$ cat src/pso_pkg.sv
// Package for the polyline stroke offset block: field widths, derived
// arithmetic widths, register indexes and the normal unit's request types.
// Used by every other file of the block; depends on nothing.
package pso_pkg;

  // Field widths
  localparam int COORD_BITS = 16;
  localparam int WIDTH_BITS = 12;

  // Normal arithmetic: magnitudes are brought below 2^MAG_BITS, the
  // normal is Q.FRAC_BITS and the radicand is scaled by 2^SCALE_BITS
  localparam int DIFF_BITS  = COORD_BITS + 1;
  localparam int MAG_BITS   = 15;
  localparam int FRAC_BITS  = 14;
  localparam int SCALE_BITS = 2 * FRAC_BITS;
  localparam int SQ_BITS    = 2 * MAG_BITS + 1;
  localparam int RAD_BITS   = SQ_BITS + SCALE_BITS;
  localparam int ROOT_BITS  = (RAD_BITS + 1) / 2;
  localparam int NUM_BITS   = MAG_BITS + SCALE_BITS + 1;
  localparam int QUOT_BITS  = FRAC_BITS + 1;
  localparam int OFF_BITS   = WIDTH_BITS + 1;
  localparam int SUM_BITS   = ((COORD_BITS > OFF_BITS) ? COORD_BITS : OFF_BITS) + 2;

  // Configuration registers
  localparam int CFG_IDX_BITS = 1;
  localparam logic [CFG_IDX_BITS-1:0] REG_WIDTH_MODE  = CFG_IDX_BITS'(0);
  localparam logic [CFG_IDX_BITS-1:0] REG_FIXED_WIDTH = CFG_IDX_BITS'(1);
  localparam logic [WIDTH_BITS-1:0]   FIXED_WIDTH_RST = WIDTH_BITS'(160);

  // Request to the normal unit: direction difference and half-width
  typedef struct packed {
    logic [DIFF_BITS-1:0]  dx;
    logic [DIFF_BITS-1:0]  dy;
    logic [WIDTH_BITS-1:0] w;
  } norm_req_t;

  // Signed offset returned by the normal unit
  typedef struct packed {
    logic [OFF_BITS-1:0] off_x;
    logic [OFF_BITS-1:0] off_y;
  } norm_rsp_t;

endpackage

$ cat src/pso_if.sv
// Channel interfaces of the polyline stroke offset block: vertex input
// and strip point pair output, each with valid/ready. Depends on pso_pkg.
interface pso_in_if;
  logic                             valid;
  logic                             ready;
  logic [pso_pkg::COORD_BITS-1:0]   x_pos;
  logic [pso_pkg::COORD_BITS-1:0]   y_pos;
  logic [pso_pkg::WIDTH_BITS-1:0]   vertex_width;
  logic                             last_vertex;

  modport source (output valid, x_pos, y_pos, vertex_width, last_vertex, input ready);
  modport sink   (input valid, x_pos, y_pos, vertex_width, last_vertex, output ready);
endinterface

interface pso_out_if;
  logic                             valid;
  logic                             ready;
  logic [pso_pkg::COORD_BITS-1:0]   left_x;
  logic [pso_pkg::COORD_BITS-1:0]   left_y;
  logic [pso_pkg::COORD_BITS-1:0]   right_x;
  logic [pso_pkg::COORD_BITS-1:0]   right_y;
  logic                             last_pair;

  modport source (output valid, left_x, left_y, right_x, right_y, last_pair, input ready);
  modport sink   (input valid, left_x, left_y, right_x, right_y, last_pair, output ready);
endinterface

$ cat src/pso_sqrt.sv
// Bit-serial integer square root: one root bit per cycle, radicand is the
// sum of squares scaled by 2^SCALE_BITS. Depends on pso_pkg.
module pso_sqrt (
  input  logic                          clk,
  input  logic                          rst_n,
  input  logic                          start,
  input  logic [pso_pkg::SQ_BITS-1:0]   sq,
  output logic                          done,
  output logic [pso_pkg::ROOT_BITS-1:0] root
);

  localparam int RB    = pso_pkg::ROOT_BITS;
  localparam int RAD_W = 2 * RB;
  localparam int REM_W = RB + 2;
  localparam int CNT_W = $clog2(RB + 1);

  logic [RAD_W-1:0] rad_r, rad_nxt;
  logic [REM_W-1:0] rem_r, rem_nxt;
  logic [RB-1:0]    root_r, root_nxt;
  logic [CNT_W-1:0] cnt_r, cnt_nxt;
  logic             done_r, done_nxt;
  logic [REM_W+1:0] rem_sh, trial;
  logic             ge;

  // Bring down two radicand bits, try the next root bit
  always_comb begin
    rem_sh   = {rem_r, rad_r[RAD_W-1 -: 2]};
    trial    = (REM_W + 2)'({root_r, 2'b01});
    ge       = (rem_sh >= trial);
    rad_nxt  = rad_r;
    rem_nxt  = rem_r;
    root_nxt = root_r;
    cnt_nxt  = cnt_r;
    done_nxt = 1'b0;
    if (start) begin
      rad_nxt  = RAD_W'({sq, {pso_pkg::SCALE_BITS{1'b0}}});
      rem_nxt  = '0;
      root_nxt = '0;
      cnt_nxt  = CNT_W'(RB);
    end else if (cnt_r != '0) begin
      rad_nxt  = rad_r << 2;
      rem_nxt  = REM_W'(ge ? (rem_sh - trial) : rem_sh);
      root_nxt = {root_r[RB-2:0], ge};
      cnt_nxt  = cnt_r - 1'b1;
      done_nxt = (cnt_r == CNT_W'(1));
    end
  end

  // Hold control under reset, payload free-running
  always_ff @(posedge clk) begin
    if (!rst_n) begin
      cnt_r  <= '0;
      done_r <= 1'b0;
    end else begin
      cnt_r  <= cnt_nxt;
      done_r <= done_nxt;
    end
    rad_r  <= rad_nxt;
    rem_r  <= rem_nxt;
    root_r <= root_nxt;
  end

  assign done = done_r;
  assign root = root_r;

endmodule

$ cat src/pso_div.sv
// Bit-serial restoring divider: one quotient bit per cycle, quotient known
// to fit QUOT_BITS. Depends on pso_pkg.
module pso_div (
  input  logic                          clk,
  input  logic                          rst_n,
  input  logic                          start,
  input  logic [pso_pkg::NUM_BITS-1:0]  num,
  input  logic [pso_pkg::ROOT_BITS-1:0] den,
  output logic                          done,
  output logic [pso_pkg::QUOT_BITS-1:0] quot
);

  localparam int NW    = pso_pkg::NUM_BITS;
  localparam int QW    = pso_pkg::QUOT_BITS;
  localparam int CNT_W = $clog2(QW + 1);

  logic [NW-1:0]    rem_r, rem_nxt;
  logic [NW-1:0]    dsh_r, dsh_nxt;
  logic [QW-1:0]    quot_r, quot_nxt;
  logic [CNT_W-1:0] cnt_r, cnt_nxt;
  logic             done_r, done_nxt;
  logic             ge;

  // Compare against the shifted divisor, subtract on a one bit
  always_comb begin
    ge       = (rem_r >= dsh_r);
    rem_nxt  = rem_r;
    dsh_nxt  = dsh_r;
    quot_nxt = quot_r;
    cnt_nxt  = cnt_r;
    done_nxt = 1'b0;
    if (start) begin
      rem_nxt  = num;
      dsh_nxt  = NW'({den, {(QW-1){1'b0}}});
      quot_nxt = '0;
      cnt_nxt  = CNT_W'(QW);
    end else if (cnt_r != '0) begin
      rem_nxt  = ge ? (rem_r - dsh_r) : rem_r;
      dsh_nxt  = dsh_r >> 1;
      quot_nxt = {quot_r[QW-2:0], ge};
      cnt_nxt  = cnt_r - 1'b1;
      done_nxt = (cnt_r == CNT_W'(1));
    end
  end

  always_ff @(posedge clk) begin
    if (!rst_n) begin
      cnt_r  <= '0;
      done_r <= 1'b0;
    end else begin
      cnt_r  <= cnt_nxt;
      done_r <= done_nxt;
    end
    rem_r  <= rem_nxt;
    dsh_r  <= dsh_nxt;
    quot_r <= quot_nxt;
  end

  assign done = done_r;
  assign quot = quot_r;

endmodule

$ cat src/pso_norm.sv
// Normal offset unit: turns a direction difference and half-width into the
// signed offset (unit normal times width). Depends on pso_pkg, pso_sqrt, pso_div.
module pso_norm (
  input  logic               clk,
  input  logic               rst_n,
  input  logic               start,
  input  pso_pkg::norm_req_t req,
  output logic               done,
  output pso_pkg::norm_rsp_t rsp
);

  localparam int DW    = pso_pkg::DIFF_BITS;
  localparam int MW    = pso_pkg::MAG_BITS;
  localparam int QW    = pso_pkg::QUOT_BITS;
  localparam int WW    = pso_pkg::WIDTH_BITS;
  localparam int MUL_A = (MW > QW) ? MW : QW;
  localparam int MUL_B = (MW > WW) ? MW : WW;
  localparam int RND_W = MUL_A + MUL_B + 1;
  localparam logic [QW-1:0]    ONE  = QW'(1) << pso_pkg::FRAC_BITS;
  localparam logic [RND_W-1:0] HALF = RND_W'(1) << (pso_pkg::FRAC_BITS - 1);

  typedef enum logic [8:0] {
    N_IDLE  = 9'b000000001,
    N_SHIFT = 9'b000000010,
    N_SQX   = 9'b000000100,
    N_SQY   = 9'b000001000,
    N_ROOT  = 9'b000010000,
    N_DIVX  = 9'b000100000,
    N_DIVY  = 9'b001000000,
    N_MULX  = 9'b010000000,
    N_MULY  = 9'b100000000
  } norm_state_t;

  norm_state_t               st_r, st_nxt;
  logic [DW-1:0]             ax_r, ax_nxt, ay_r, ay_nxt;
  logic [WW-1:0]             w_r, w_nxt;
  logic                      flip_x_r, flip_x_nxt, flip_y_r, flip_y_nxt;
  logic [pso_pkg::SQ_BITS-1:0] sq_r, sq_nxt;
  logic [QW-1:0]             mx_r, mx_nxt, my_r, my_nxt;
  logic [WW-1:0]             magx_r, magx_nxt, magy_r, magy_nxt;
  logic                      sq_start_r, sq_start_nxt;
  logic                      dv_start_r, dv_start_nxt;
  logic                      done_r, done_nxt;

  logic [MW-1:0]             ax_m, ay_m;
  logic                      big;
  logic [MUL_A-1:0]          mul_a;
  logic [MUL_B-1:0]          mul_b;
  logic [MUL_A+MUL_B-1:0]    prod;
  logic [RND_W-1:0]          rnd;
  logic [WW-1:0]             mag_rnd;
  logic [QW-1:0]             q_clamp;
  logic                      sq_done, dv_done;
  logic [pso_pkg::ROOT_BITS-1:0] root;
  logic [pso_pkg::NUM_BITS-1:0]  dv_num;
  logic [QW-1:0]             quot;
  logic [pso_pkg::OFF_BITS-1:0]  ext_x, ext_y;

  pso_sqrt u_sqrt (
    .clk   (clk),
    .rst_n (rst_n),
    .start (sq_start_r),
    .sq    (sq_r),
    .done  (sq_done),
    .root  (root)
  );

  // Numerator: magnitude scaled, plus half the length for rounding
  assign dv_num = pso_pkg::NUM_BITS'({(st_r == N_DIVY) ? ax_m : ay_m,
                                      {pso_pkg::SCALE_BITS{1'b0}}})
                + pso_pkg::NUM_BITS'(root >> 1);

  pso_div u_div (
    .clk   (clk),
    .rst_n (rst_n),
    .start (dv_start_r),
    .num   (dv_num),
    .den   (root),
    .done  (dv_done),
    .quot  (quot)
  );

  // Shared multiplier: squares first, then normal times width
  always_comb begin
    ax_m    = MW'(ax_r);
    ay_m    = MW'(ay_r);
    big     = ((64'(ax_r) >> MW) != 64'd0) || ((64'(ay_r) >> MW) != 64'd0);
    mul_a   = '0;
    mul_b   = '0;
    case (st_r)
      N_SQX:   begin mul_a = MUL_A'(ax_m); mul_b = MUL_B'(ax_m); end
      N_SQY:   begin mul_a = MUL_A'(ay_m); mul_b = MUL_B'(ay_m); end
      N_MULX:  begin mul_a = MUL_A'(mx_r); mul_b = MUL_B'(w_r);  end
      N_MULY:  begin mul_a = MUL_A'(my_r); mul_b = MUL_B'(w_r);  end
      default: begin mul_a = '0;           mul_b = '0;           end
    endcase
    prod    = mul_a * mul_b;
    rnd     = RND_W'(prod) + HALF;
    mag_rnd = WW'(rnd >> pso_pkg::FRAC_BITS);
    q_clamp = (quot > ONE) ? ONE : quot;
  end

  // Sequencer
  always_comb begin
    st_nxt       = st_r;
    ax_nxt       = ax_r;
    ay_nxt       = ay_r;
    w_nxt        = w_r;
    flip_x_nxt   = flip_x_r;
    flip_y_nxt   = flip_y_r;
    sq_nxt       = sq_r;
    mx_nxt       = mx_r;
    my_nxt       = my_r;
    magx_nxt     = magx_r;
    magy_nxt     = magy_r;
    sq_start_nxt = 1'b0;
    dv_start_nxt = 1'b0;
    done_nxt     = 1'b0;
    unique case (st_r)
      N_IDLE: begin
        if (start) begin
          ax_nxt     = req.dx[DW-1] ? DW'(-req.dx) : req.dx;
          ay_nxt     = req.dy[DW-1] ? DW'(-req.dy) : req.dy;
          w_nxt      = req.w;
          flip_x_nxt = !req.dy[DW-1] && (req.dy != '0);
          flip_y_nxt = req.dx[DW-1];
          if (req.dx == '0 && req.dy == '0) begin
            // zero difference: normal points straight up
            magx_nxt   = '0;
            magy_nxt   = req.w;
            flip_x_nxt = 1'b0;
            flip_y_nxt = 1'b0;
            done_nxt   = 1'b1;
          end else begin
            st_nxt = N_SHIFT;
          end
        end
      end
      N_SHIFT: begin
        if (big) begin
          ax_nxt = ax_r >> 1;
          ay_nxt = ay_r >> 1;
        end else begin
          st_nxt = N_SQX;
        end
      end
      N_SQX: begin
        sq_nxt = pso_pkg::SQ_BITS'(prod);
        st_nxt = N_SQY;
      end
      N_SQY: begin
        sq_nxt       = sq_r + pso_pkg::SQ_BITS'(prod);
        sq_start_nxt = 1'b1;
        st_nxt       = N_ROOT;
      end
      N_ROOT: begin
        if (sq_done) begin
          dv_start_nxt = 1'b1;
          st_nxt       = N_DIVX;
        end
      end
      N_DIVX: begin
        if (dv_done) begin
          mx_nxt       = q_clamp;
          dv_start_nxt = 1'b1;
          st_nxt       = N_DIVY;
        end
      end
      N_DIVY: begin
        if (dv_done) begin
          my_nxt = q_clamp;
          st_nxt = N_MULX;
        end
      end
      N_MULX: begin
        magx_nxt = mag_rnd;
        st_nxt   = N_MULY;
      end
      N_MULY: begin
        magy_nxt = mag_rnd;
        done_nxt = 1'b1;
        st_nxt   = N_IDLE;
      end
      default: st_nxt = N_IDLE;
    endcase
  end

  always_ff @(posedge clk) begin
    if (!rst_n) begin
      st_r       <= N_IDLE;
      sq_start_r <= 1'b0;
      dv_start_r <= 1'b0;
      done_r     <= 1'b0;
    end else begin
      st_r       <= st_nxt;
      sq_start_r <= sq_start_nxt;
      dv_start_r <= dv_start_nxt;
      done_r     <= done_nxt;
    end
    ax_r     <= ax_nxt;
    ay_r     <= ay_nxt;
    w_r      <= w_nxt;
    flip_x_r <= flip_x_nxt;
    flip_y_r <= flip_y_nxt;
    sq_r     <= sq_nxt;
    mx_r     <= mx_nxt;
    my_r     <= my_nxt;
    magx_r   <= magx_nxt;
    magy_r   <= magy_nxt;
  end

  // Apply signs after rounding
  assign ext_x     = pso_pkg::OFF_BITS'(magx_r);
  assign ext_y     = pso_pkg::OFF_BITS'(magy_r);
  assign rsp.off_x = flip_x_r ? -ext_x : ext_x;
  assign rsp.off_y = flip_y_r ? -ext_y : ext_y;
  assign done      = done_r;

endmodule

$ cat src/polyline_stroke_offset_top.sv
// Top level of the polyline stroke offset block: vertex history, pair
// sequencing, saturation and the output register.
// Depends on pso_pkg, pso_if (pso_in_if, pso_out_if) and pso_norm.
//
//  Port       | Dir | Transfer                       | Payload
//  -----------+-----+--------------------------------+------------------------------
//  in_vtx     | in  | valid & ready                  | x_pos, y_pos, vertex_width,
//             |     |                                | last_vertex
//  out_pair   | out | valid & ready                  | left_x/y, right_x/y, last_pair
//  cfg_*      | in  | cfg_we (no wait, no read-back) | cfg_idx, cfg_data
//
// One vertex is worked on at a time. Each pair goes through any scaling
// shift, the bit-serial square root and the two divisions before
// out_pair.valid; a pair with zero direction skips them.
// A last vertex after a held one gives two pairs.
// Reset (rst_n, synchronous) empties the history and restores registers.
// A stalled output holds the finished pair; the next pair waits behind it.
module polyline_stroke_offset_top (
  input  logic                              clk,
  input  logic                              rst_n,
  input  logic                              cfg_we,
  input  logic [pso_pkg::CFG_IDX_BITS-1:0]  cfg_idx,
  input  logic [pso_pkg::WIDTH_BITS-1:0]    cfg_data,
  pso_in_if.sink                            in_vtx,
  pso_out_if.source                         out_pair
);

  localparam int CW = pso_pkg::COORD_BITS;
  localparam int WW = pso_pkg::WIDTH_BITS;
  localparam int SW = pso_pkg::SUM_BITS;
  localparam logic [1:0] HC_NONE  = 2'd0;
  localparam logic [1:0] HC_FIRST = 2'd1;
  localparam logic [1:0] HC_LATER = 2'd2;
  localparam longint SAT_HI_L = (64'sd1 <<< (CW - 1)) - 64'sd1;
  localparam logic signed [SW-1:0] SAT_HI = SW'(SAT_HI_L);
  localparam logic signed [SW-1:0] SAT_LO = SW'(-SAT_HI_L - 64'sd1);

  typedef enum logic [2:0] {
    S_IDLE = 3'b001,
    S_RUN  = 3'b010,
    S_PUT  = 3'b100
  } top_state_t;

  top_state_t     st_r, st_nxt;
  logic           width_mode_r, width_mode_nxt;
  logic [WW-1:0]  fixed_width_r, fixed_width_nxt;
  logic [CW-1:0]  older_x_r, older_x_nxt, older_y_r, older_y_nxt;
  logic [CW-1:0]  held_x_r, held_x_nxt, held_y_r, held_y_nxt;
  logic [WW-1:0]  held_w_r, held_w_nxt;
  logic [1:0]     held_count_r, held_count_nxt;
  logic [CW-1:0]  cur_x_r, cur_x_nxt, cur_y_r, cur_y_nxt;
  logic [WW-1:0]  cur_w_r, cur_w_nxt;
  logic           cur_last_r, cur_last_nxt;
  logic           sel_r, sel_nxt;
  logic           start_r, start_nxt;
  logic           out_valid_r, out_valid_nxt;
  logic [CW-1:0]  lx_r, lx_nxt, ly_r, ly_nxt, rx_r, rx_nxt, ry_r, ry_nxt;
  logic           lp_r, lp_nxt;

  logic           in_xfer, out_free, held_any;
  logic [WW-1:0]  w_sel;
  logic [CW-1:0]  vx, vy, px, py;
  logic [WW-1:0]  jw;
  pso_pkg::norm_req_t req;
  pso_pkg::norm_rsp_t rsp;
  logic           norm_done;
  logic signed [SW-1:0] sum_lx, sum_ly, sum_rx, sum_ry;

  function automatic logic [CW-1:0] sat(input logic signed [SW-1:0] v);
    logic signed [SW-1:0] c;
    c = v;
    if (v > SAT_HI) c = SAT_HI;
    if (v < SAT_LO) c = SAT_LO;
    return CW'(c);
  endfunction

  // Pick the vertex, its neighbours and width for the current pair
  always_comb begin
    held_any = (held_count_r != HC_NONE);
    vx  = sel_r ? cur_x_r : held_x_r;
    vy  = sel_r ? cur_y_r : held_y_r;
    px  = sel_r ? (held_any ? held_x_r : cur_x_r) : older_x_r;
    py  = sel_r ? (held_any ? held_y_r : cur_y_r) : older_y_r;
    jw  = sel_r ? cur_w_r : held_w_r;
    req.dx = pso_pkg::DIFF_BITS'($signed(cur_x_r)) - pso_pkg::DIFF_BITS'($signed(px));
    req.dy = pso_pkg::DIFF_BITS'($signed(cur_y_r)) - pso_pkg::DIFF_BITS'($signed(py));
    req.w  = jw;
  end

  pso_norm u_norm (
    .clk   (clk),
    .rst_n (rst_n),
    .start (start_r),
    .req   (req),
    .done  (norm_done),
    .rsp   (rsp)
  );

  // Offset the vertex both ways
  always_comb begin
    sum_lx = SW'($signed(vx)) + SW'($signed(rsp.off_x));
    sum_ly = SW'($signed(vy)) + SW'($signed(rsp.off_y));
    sum_rx = SW'($signed(vx)) - SW'($signed(rsp.off_x));
    sum_ry = SW'($signed(vy)) - SW'($signed(rsp.off_y));
  end

  assign in_vtx.ready = (st_r == S_IDLE) && !start_r;
  assign in_xfer      = in_vtx.valid && in_vtx.ready;
  assign out_free     = !out_valid_r || out_pair.ready;
  assign w_sel        = width_mode_r ? in_vtx.vertex_width : fixed_width_r;

  // Configuration writes
  always_comb begin
    width_mode_nxt  = width_mode_r;
    fixed_width_nxt = fixed_width_r;
    if (cfg_we) begin
      unique case (cfg_idx)
        pso_pkg::REG_WIDTH_MODE:  width_mode_nxt  = cfg_data[0];
        pso_pkg::REG_FIXED_WIDTH: fixed_width_nxt = cfg_data;
        default:                  width_mode_nxt  = width_mode_r;
      endcase
    end
  end

  // Sequence the pairs of one vertex and advance the history
  always_comb begin
    st_nxt         = st_r;
    older_x_nxt    = older_x_r;
    older_y_nxt    = older_y_r;
    held_x_nxt     = held_x_r;
    held_y_nxt     = held_y_r;
    held_w_nxt     = held_w_r;
    held_count_nxt = held_count_r;
    cur_x_nxt      = cur_x_r;
    cur_y_nxt      = cur_y_r;
    cur_w_nxt      = cur_w_r;
    cur_last_nxt   = cur_last_r;
    sel_nxt        = sel_r;
    start_nxt      = 1'b0;
    out_valid_nxt  = out_valid_r && !out_pair.ready;
    lx_nxt         = lx_r;
    ly_nxt         = ly_r;
    rx_nxt         = rx_r;
    ry_nxt         = ry_r;
    lp_nxt         = lp_r;
    unique case (st_r)
      S_IDLE: begin
        if (in_xfer) begin
          cur_x_nxt    = in_vtx.x_pos;
          cur_y_nxt    = in_vtx.y_pos;
          cur_w_nxt    = w_sel;
          cur_last_nxt = in_vtx.last_vertex;
          if (held_count_r != HC_NONE) begin
            sel_nxt   = 1'b0;
            start_nxt = 1'b1;
            st_nxt    = S_RUN;
          end else if (in_vtx.last_vertex) begin
            sel_nxt   = 1'b1;
            start_nxt = 1'b1;
            st_nxt    = S_RUN;
          end else begin
            older_x_nxt    = in_vtx.x_pos;
            older_y_nxt    = in_vtx.y_pos;
            held_x_nxt     = in_vtx.x_pos;
            held_y_nxt     = in_vtx.y_pos;
            held_w_nxt     = w_sel;
            held_count_nxt = HC_FIRST;
          end
        end
      end
      S_RUN: begin
        if (norm_done) st_nxt = S_PUT;
      end
      S_PUT: begin
        if (out_free) begin
          out_valid_nxt = 1'b1;
          lx_nxt        = sat(sum_lx);
          ly_nxt        = sat(sum_ly);
          rx_nxt        = sat(sum_rx);
          ry_nxt        = sat(sum_ry);
          lp_nxt        = sel_r;
          if (!sel_r && cur_last_r) begin
            sel_nxt   = 1'b1;
            start_nxt = 1'b1;
            st_nxt    = S_RUN;
          end else if (cur_last_r) begin
            // polyline closed: drop the history
            older_x_nxt    = '0;
            older_y_nxt    = '0;
            held_x_nxt     = '0;
            held_y_nxt     = '0;
            held_w_nxt     = '0;
            held_count_nxt = HC_NONE;
            st_nxt         = S_IDLE;
          end else begin
            older_x_nxt    = held_x_r;
            older_y_nxt    = held_y_r;
            held_x_nxt     = cur_x_r;
            held_y_nxt     = cur_y_r;
            held_w_nxt     = cur_w_r;
            held_count_nxt = HC_LATER;
            st_nxt         = S_IDLE;
          end
        end
      end
      default: st_nxt = S_IDLE;
    endcase
  end

  always_ff @(posedge clk) begin
    if (!rst_n) begin
      st_r          <= S_IDLE;
      width_mode_r  <= 1'b0;
      fixed_width_r <= pso_pkg::FIXED_WIDTH_RST;
      older_x_r     <= '0;
      older_y_r     <= '0;
      held_x_r      <= '0;
      held_y_r      <= '0;
      held_w_r      <= '0;
      held_count_r  <= HC_NONE;
      start_r       <= 1'b0;
      out_valid_r   <= 1'b0;
    end else begin
      st_r          <= st_nxt;
      width_mode_r  <= width_mode_nxt;
      fixed_width_r <= fixed_width_nxt;
      older_x_r     <= older_x_nxt;
      older_y_r     <= older_y_nxt;
      held_x_r      <= held_x_nxt;
      held_y_r      <= held_y_nxt;
      held_w_r      <= held_w_nxt;
      held_count_r  <= held_count_nxt;
      start_r       <= start_nxt;
      out_valid_r   <= out_valid_nxt;
    end
    cur_x_r    <= cur_x_nxt;
    cur_y_r    <= cur_y_nxt;
    cur_w_r    <= cur_w_nxt;
    cur_last_r <= cur_last_nxt;
    sel_r      <= sel_nxt;
    lx_r       <= lx_nxt;
    ly_r       <= ly_nxt;
    rx_r       <= rx_nxt;
    ry_r       <= ry_nxt;
    lp_r       <= lp_nxt;
  end

  assign out_pair.valid     = out_valid_r;
  assign out_pair.left_x    = lx_r;
  assign out_pair.left_y    = ly_r;
  assign out_pair.right_x   = rx_r;
  assign out_pair.right_y   = ry_r;
  assign out_pair.last_pair = lp_r;

endmodule
$ cat src/flat_wrapper.sv
// flat-port wrapper written by rule: the top's interface ports become plain ports
module polyline_stroke_offset_top_flat 
  (clk, rst_n, cfg_we, cfg_idx, cfg_data, in_vtx_valid, in_vtx_x_pos, in_vtx_y_pos, in_vtx_vertex_width, in_vtx_last_vertex, in_vtx_ready, out_pair_valid, out_pair_left_x, out_pair_left_y, out_pair_right_x, out_pair_right_y, out_pair_last_pair, out_pair_ready);
  pso_in_if in_vtx_i ();
  pso_out_if out_pair_i ();
  input  logic clk;
  input  logic rst_n;
  input  logic cfg_we;
  input  logic [pso_pkg::CFG_IDX_BITS-1:0] cfg_idx;
  input  logic [pso_pkg::WIDTH_BITS-1:0] cfg_data;
  input wire logic [$bits(in_vtx_i.valid)-1:0] in_vtx_valid;
  input wire logic [$bits(in_vtx_i.x_pos)-1:0] in_vtx_x_pos;
  input wire logic [$bits(in_vtx_i.y_pos)-1:0] in_vtx_y_pos;
  input wire logic [$bits(in_vtx_i.vertex_width)-1:0] in_vtx_vertex_width;
  input wire logic [$bits(in_vtx_i.last_vertex)-1:0] in_vtx_last_vertex;
  output wire logic [$bits(in_vtx_i.ready)-1:0] in_vtx_ready;
  output wire logic [$bits(out_pair_i.valid)-1:0] out_pair_valid;
  output wire logic [$bits(out_pair_i.left_x)-1:0] out_pair_left_x;
  output wire logic [$bits(out_pair_i.left_y)-1:0] out_pair_left_y;
  output wire logic [$bits(out_pair_i.right_x)-1:0] out_pair_right_x;
  output wire logic [$bits(out_pair_i.right_y)-1:0] out_pair_right_y;
  output wire logic [$bits(out_pair_i.last_pair)-1:0] out_pair_last_pair;
  input wire logic [$bits(out_pair_i.ready)-1:0] out_pair_ready;
  assign in_vtx_i.valid = in_vtx_valid;
  assign in_vtx_i.x_pos = in_vtx_x_pos;
  assign in_vtx_i.y_pos = in_vtx_y_pos;
  assign in_vtx_i.vertex_width = in_vtx_vertex_width;
  assign in_vtx_i.last_vertex = in_vtx_last_vertex;
  assign in_vtx_ready = in_vtx_i.ready;
  assign out_pair_valid = out_pair_i.valid;
  assign out_pair_left_x = out_pair_i.left_x;
  assign out_pair_left_y = out_pair_i.left_y;
  assign out_pair_right_x = out_pair_i.right_x;
  assign out_pair_right_y = out_pair_i.right_y;
  assign out_pair_last_pair = out_pair_i.last_pair;
  assign out_pair_i.ready = out_pair_ready;
  polyline_stroke_offset_top u_core (.clk(clk), .rst_n(rst_n), .cfg_we(cfg_we), .cfg_idx(cfg_idx), .cfg_data(cfg_data), .in_vtx(in_vtx_i), .out_pair(out_pair_i));
endmodule
$ cat config.mk
export PLATFORM = sky130hd
export DESIGN_NAME = polyline_stroke_offset_top_flat
export DESIGN_NICKNAME = d
export VERILOG_FILES = /design/src/pso_pkg.sv /design/src/pso_if.sv /design/src/pso_sqrt.sv /design/src/pso_div.sv /design/src/pso_norm.sv /design/src/polyline_stroke_offset_top.sv /design/src/flat_wrapper.sv
export SDC_FILE = /design/constraint.sdc
export NUM_CORES = 2
export LEC_CHECK = 0
export BUFFER_PORTS_ARGS = -buffer_cell sky130_fd_sc_hd__buf_2
export CAP_MARGIN = 20
export CORE_MARGIN = 1
export CORE_UTILIZATION = 60
export CTS_CLUSTER_DIAMETER = 80
export DETAILED_ROUTE_END_ITERATION = 10
export MAX_ROUTING_LAYER = met4
export PLACE_DENSITY = 0.84
export SLEW_MARGIN = 20
export SYNTH_ARGS = -nofsm -noshare
export SYNTH_HDL_FRONTEND = slang
export SYNTH_SLANG_ARGS = --single-unit
$ cat constraint.sdc
create_clock -name clk -period 30.5 [get_ports clk]
set_input_delay 4.575 -clock clk [delete_from_list [all_inputs] [get_ports clk]]
set_output_delay 4.575 -clock clk [all_outputs]
set_load 0.02 [all_outputs]
Word level (Yosys, flattened, before mapping):

Index checks and enable logic that the tools add are counted.

* flip-flop bits (word level): 560
* bits of input ports: 63
* output and inout bits: 67
* word-level logic and storage cells: 275

* add/sub/neg operators: 17
* $mul: 1
* order comparisons: 11
* equality and inequality tests: 30
* mux-type cells: 116
* bitwise operators: 4
* reduce and logical (&&, ||, !) cells: 48

Operators with widths (number)
* 2-to-1 mux 16 bit: 28
* 2-to-1 mux 44 bit: 5
* 2-to-1 mux 12 bit: 12
* one-hot mux 16 bit (2 select lines): 4
* nonzero test 64 bit: 2
* 2-to-1 mux 59 bit: 2
* 2-to-1 mux 17 bit: 6
* one-hot mux 12 bit (2 select lines): 3
* one-hot mux 9 bit (8 select lines): 1
* > comparator 17 x 16 -> 1 bit (second input constant): 4
* < comparator 17 x 16 -> 1 bit (second input constant): 4
* one-hot mux 17 bit (2 select lines): 2
* one-hot mux 31 bit (2 select lines): 1
* one-hot mux 15 bit (4 select lines): 1
* 2-to-1 mux 9 bit: 6
* one-hot mux 15 bit (3 select lines): 1
* adder 43 x 29 -> 44 bit: 1
* greater-or-equal comparator 44 bit: 1
* subtractor 44 bit: 1
* adder 16 x 13 -> 17 bit: 2
* greater-or-equal comparator 34 x 32 -> 1 bit: 1
* zero test 17 bit: 2
* negator 17 bit: 2
* subtractor 16 x 13 -> 17 bit: 2
* other kinds (52): 133

Longest topological paths before layout:

* depth in word-level cells: 9
* mapped depth: 40
* gate-level depth less buffers: 37

Modules after synthesis:

Synthesis repeated with hierarchy kept, for this count alone.

* cells, all modules: 4811
* area total of the unflattened synthesis: 43869.6 um^2

By module, submodules not included
* pso_norm: times used 1, cells an instance 1815, area each 16677.2 um^2, seq. area each 4234.1 um^2
* polyline_stroke_offset_top: times used 1, cells an instance 1479, area each 13980.9 um^2, seq. area each 5255.0 um^2
* pso_div: times used 1, cells an instance 821, area each 7164.4 um^2, seq. area each 2902.8 um^2
* pso_sqrt: times used 1, cells an instance 696, area each 6047.0 um^2, seq. area each 2312.2 um^2

Worst setup path after synthesis:

Ideal clock, no wire load.

* kind: register -> register
* start: reg u_core.u_norm.st_r[5]
* end: reg u_core.u_norm.sq_r[30] (netlist bit) (data pin)
* library setup time: 0.266 ns
* data arrival time: 9.495 ns
* data required time: 30.234 ns
* setup slack: 20.739 ns
* cell stages (with the launch flop): 37
* path buffers: 3
* clock period less this slack: 9.761 ns
* path through: dfxtp_1 nor3_1 nand2_1 or3_1 nor3b_2 buf_2 a22o_1 a21o_1 clkbuf_1 nand2_1 fa_1 fa_1 fa_1 inv_1 fa_1 fa_1 inv_1 fa_1 inv_1 ha_1 buf_4 a21oi_1 nand3_1 a21oi_1 o21ai_2 a311oi_1 xor2_1 inv_1 ha_1 and3_1 a221o_1 o41a_1 a2111oi_4 o21bai_1 a21oi_1 xor2_1 nor2_1

* word-level cells in the longest chain between the ends: 6
* elaborated cells between the ends (all ways): 10
* classes of those cells: add/sub: 1; mul: 1; eq/ne: 4; mux: 3; reduce/logical: 1

Ends and longest elaborated chain
* from (decl): RTL line pso_norm.sv:34 `norm_state_t st_r, st_nxt;`
* from (signal assigned): RTL line pso_norm.sv:195 `st_r <= st_nxt;`
* == test 9 x 8 -> 1 bit / == test 9 bit (equally long branches): RTL line pso_norm.sv:90 `case (st_r)`
* OR reduction 2 bit (no source line)
* one-hot mux 15 bit (3 select lines): RTL line pso_norm.sv:90
* multiplier 15 x 15 -> 30 bit: RTL line pso_norm.sv:97 `prod = mul_a * mul_b;`
* adder 31 x 30 -> 31 bit: RTL line pso_norm.sv:152 `sq_nxt = sq_r + pso_pkg::SQ_BITS'(prod);`
* one-hot mux 31 bit (2 select lines) *: RTL line pso_norm.sv:119 `unique case (st_r)`
* to (signal assigned): RTL line pso_norm.sv:205 `sq_r <= sq_nxt;`
* to (decl): RTL line pso_norm.sv:38 `logic [pso_pkg::SQ_BITS-1:0] sq_r, sq_nxt;`

Every way passes the cells marked *; elsewhere a longest branch is shown, timed or not.
A chain may end at the register's enable or synchronous reset.

Worst setup path in the final report:

Same ends and word-level chain as after synthesis.

==> results by group <==
Setup path
  – CP Data Required Time: 30.84 ns
  – R2r startpoint: u_core.u_norm.st_r[5]
  – Arrival time at the worst endpoint: 11.01 ns
  – Slowest cell on crit path: fa_1
  – WS Path Type: reg2reg
  – WP depth: 34
  – Crit path top cell by count: fa_1
  – Largest delay contributor family on the critical path: adder cells
  – CP Capture Type: flop
  – Max stage delay on crit path: 0.56 ns
  – Worst setup startpoint: u_core.u_norm.st_r[5]
  – CP bufs+invs: 5
  – Startpoint Class: flop
  – Reg2Reg Setup Slack: a little under 20 ns
  – CP max FO: 17
  – FF-to-FF End: u_core.u_norm.sq_r[30]
  – Critical path endpoint: u_core.u_norm.sq_r[30]
  – Worst reg-to-reg path cell count: 34

Logic synthesis
  – Most common flop cell mapped by yosys: edfxtp_1
  – Synthesized flop and latch total: 560
  – Ys async rst share: 0%
  – Mapped cell area: 0.0426 mm^2
  – Synth top area share: 24.6%
  – YS warnings: 0
  – Syn Inst Count: roughly 4700
  – Post-Syn Nets: 5209
  – Post-synth EDFFs: 349
  – Area contributors post-synth: edfxtp_1, dfxtp_1, ha_1, fa_1, nand2_1
  – Synth unique cells: 100
  – Area leader, netlist: edfxtp_1
  – Syn avg cell area: 9.15 um^2
  – Sequential share of the synthesized area: 34.5%

STA
  – RSZ-0062 raised after global routing: false
  – Max transition margin: 21.1%
  – Final setup vio count: 0
  – Max-slew violation count: 0
  – Hold Vio Cnt, Final: 0
  – TNS Setup: 0 ns
  – Worst slew pin tran: roughly 1.2 ns
  – Min Tclk post-route: 10.67 ns
  – Fmax: 0.0937 GHz
  – Final Skew: 0.0354 ns
  – PnR worst setup slack: 19.83 ns
  – Period utilisation layout: 35.0%

Clock network
  – Clk Latency, worst-skew pair: 0.62 ns
  – Num CTS Buffers: 66
  – CTS root buf: clkbuf_16
  – CTS Buffer Depth: 3
  – CTS tree: yes
  – Post-CTS Setup Inserts: 0
  – Clk sink count: 560
  – Clock transition at path regs: 0.06 ns
  – H-tree levels: 3
  – Post-CTS Resized: 0
  – # hold bufs at CTS: 0

Power
  – PD cells: 105 mW/mm^2
  – Peak VDD IR: 73.6 uV
  – Leak pwr: 19.9 nW
  – Power Total: 4.84 mW

Global route
  – Pin count of the biggest net entering global routing: 110
  – Global Route Usage Sum: between 30% and 40%
  – Initial antenna violation count: 3
  – Global-route wire length before repair: 184000 um
  – Global route overflow: 0
  – Vias in the first global route: ~33000

Detailed routing
  – Vias: 35100
  – DRT antenna net count: 0
  – First-pass iteration count of the detailed router: 7
  – Drt drc: 0
  – Drt wl/cell: slightly above 20 um
  – Via density: between 6 and 7
  – Post-Route WL: 117000 um
  – WL met2: between 50000 and 60000 um
  – Routed length on met3: 8560 um
  – M1 WL: 50600 um
  – DR top layer: met4
  – DRT iter0 DRCs: 3520

Placement
  – GP Congestion: 1.01
  – Dpl hpwl: 85600 um
  – Place WS: between 20 and 25 ns
  – Port buffer count: ~130

Final layout
  – Commonest non-fill, non-tap cell in the layout: nand2_1
  – Fraction of layout cells with a size suffix above 1: 9.37%
  – Most frequent cells in the layout: nand2_1, nor2_1, inv_1, edfxtp_1, a21oi_1
  – Layout area overhead: 8.29%
  – Filler cell count: between 5000 and 6000
  – Nets: 5225

Floorplan
  – DIE AREA: between 0.07 and 0.08 mm^2
  – Ports: 130
  – # rows: 97
  – Initial Utilization: 60.7%
  – Die W: roughly 270 um
  – Die Height: 268 um
  – Core ar.: 0.0701 mm^2

Run
  – Max-cap violations: 0

Worst hold path
  – Min-Delay Path Class: reg2reg

Status
  – Run status: completed
==> cell families (layout without fill, tap and decap cells) <==
logic type                 Yosys count  count (layout)  share of synthesized area (%)
AOI/OAI and AO/OA                 1228            1228                           19.2
xor gates and xnor gates           254             254                           5.26
adders and majority gates          496             496                           17.6
buffers and inverters              609             678                           5.48
DFF                                560             560                           34.5
muxes                              125             125                           3.20
other                                0               5                              0
and+or+nand+nor                   1385            1385                           14.7
==> through the flow <==
stage | hold slack [ns] | instance area [um^2] | util (%) | std cells
2_1_floorplan | 0.424 | 42600 | - | 4657
3_3_place_gp | 0.445 | 44000 | 62.7 | 5543
3_5_place_dp | 0.457 | 44000 | 62.7 | 5544
4_1_cts | 0.466 | 46100 | 65.7 | 5665
5_1_grt | 0.480 | 46100 | 65.7 | 5669
6_report | 0.465 | 46100 | 65.8 | 5671
==> tightest hold or removal path, cell delays in order (launching register included) <==
cell     delay [ns]
dfxtp_1        0.31
nand2_1        0.05
nand3_1        0.06
==> how the worst min path moves through the flow <==
stage                     cells past startpoint  slack [ns]                          from                           end
after floorplan                               0        0.42                  u_core.sel_r     u_core.out_pair.last_pair
after global placement                        2        0.45       u_core.fixed_width_r[5]       u_core.fixed_width_r[5]
after detailed placement                      2        0.46       u_core.fixed_width_r[5]       u_core.fixed_width_r[5]
after CTS                                     2        0.47  u_core.u_norm.u_div.dsh_r[8]  u_core.u_norm.u_div.dsh_r[8]
after global routing                          2        0.48  u_core.u_norm.u_div.dsh_r[0]  u_core.u_norm.u_div.dsh_r[0]
final                                         2        0.46       u_core.fixed_width_r[5]       u_core.fixed_width_r[5]
==> cell type report <==
class,instances,area (um^2),area share [%]
Inverter,375,1410,3.05
Tap cell,940,1180,2.55
Timing Repair Buffer,182,1050,2.27
Clock buffer,86,1820,3.94
Sequential cell,560,14700,31.9
Clock inverter,35,305,0.662
Multi-Input combinational cell,3488,25600,55.6
Antenna cell,5,12.5,0.0271
==> Yosys cell counts (16+ instances only) <==
master    instances
dfxtp_1         211
a21o_1          103
o211a_1          80
nor2b_1          50
o21a_1           26
xnor2_1         171
a221oi_1         20
nor4_1           16
fa_1            175
or3_1            27
nor3b_1          23
mux2i_1          35
buf_1            24
and2_1           25
nand4_1          28
nand2_1         564
a21boi_0         23
mux2_2           90
edfxtp_1        349
buf_2            29
xor2_1           81
o21ai_0         239
inv_1           372
a31oi_1          23
o211ai_1         16
o21ai_1          46
o31ai_1          47
a21oi_1         328
nand2b_1         37
clkbuf_1        177
and3_1           28
o21bai_1         32
nor2_1          384
a22oi_1          68
a211oi_1         51
nor3_1           69
ha_1            314
nand3_1          74
a22o_1           16
a221o_1          20
==> report_power, final <==
| part | internal (mW) | leakage, nW | switching (mW) |
|---|---|---|---|
| sequential | 1.21 | 5.06 | 0.184 |
| combinational | 1.07 | 13.8 | 1.59 |
| clock | 0.450 | 1.04 | 0.331 |
==> layer usage <==
metal	up-vias	track usage, %
li1	16500	-
met5	-	-
met1	16900	44.3
met2	1399	52.3
met4	0	10.8
met3	227	5.49
==> state kept, by name, indices dropped and copies added (netlist names), 15 cells and up <==
name / flops
u_core.u_norm.my_r: 15
u_core.u_norm.u_div.rem_r: 44
u_core.out_pair.right_x: 16
u_core.u_norm.u_div.dsh_r: 44
u_core.cur_y_r: 16
u_core.u_norm.u_sqrt.rad_r: 32
u_core.u_norm.ax_r: 17
u_core.u_norm.u_sqrt.rem_r: 32
u_core.older_y_r: 16
u_core.u_norm.ay_r: 17
u_core.out_pair.left_y: 16
u_core.u_norm.mx_r: 15
u_core.u_norm.u_div.quot: 15
u_core.held_y_r: 16
u_core.out_pair.left_x: 16
u_core.u_norm.sq_r: 31
u_core.held_x_r: 16
u_core.cur_x_r: 16
u_core.older_x_r: 16
u_core.out_pair.right_y: 16
u_core.u_norm.u_sqrt.root: 30
(Power assumes the default switching activity.)
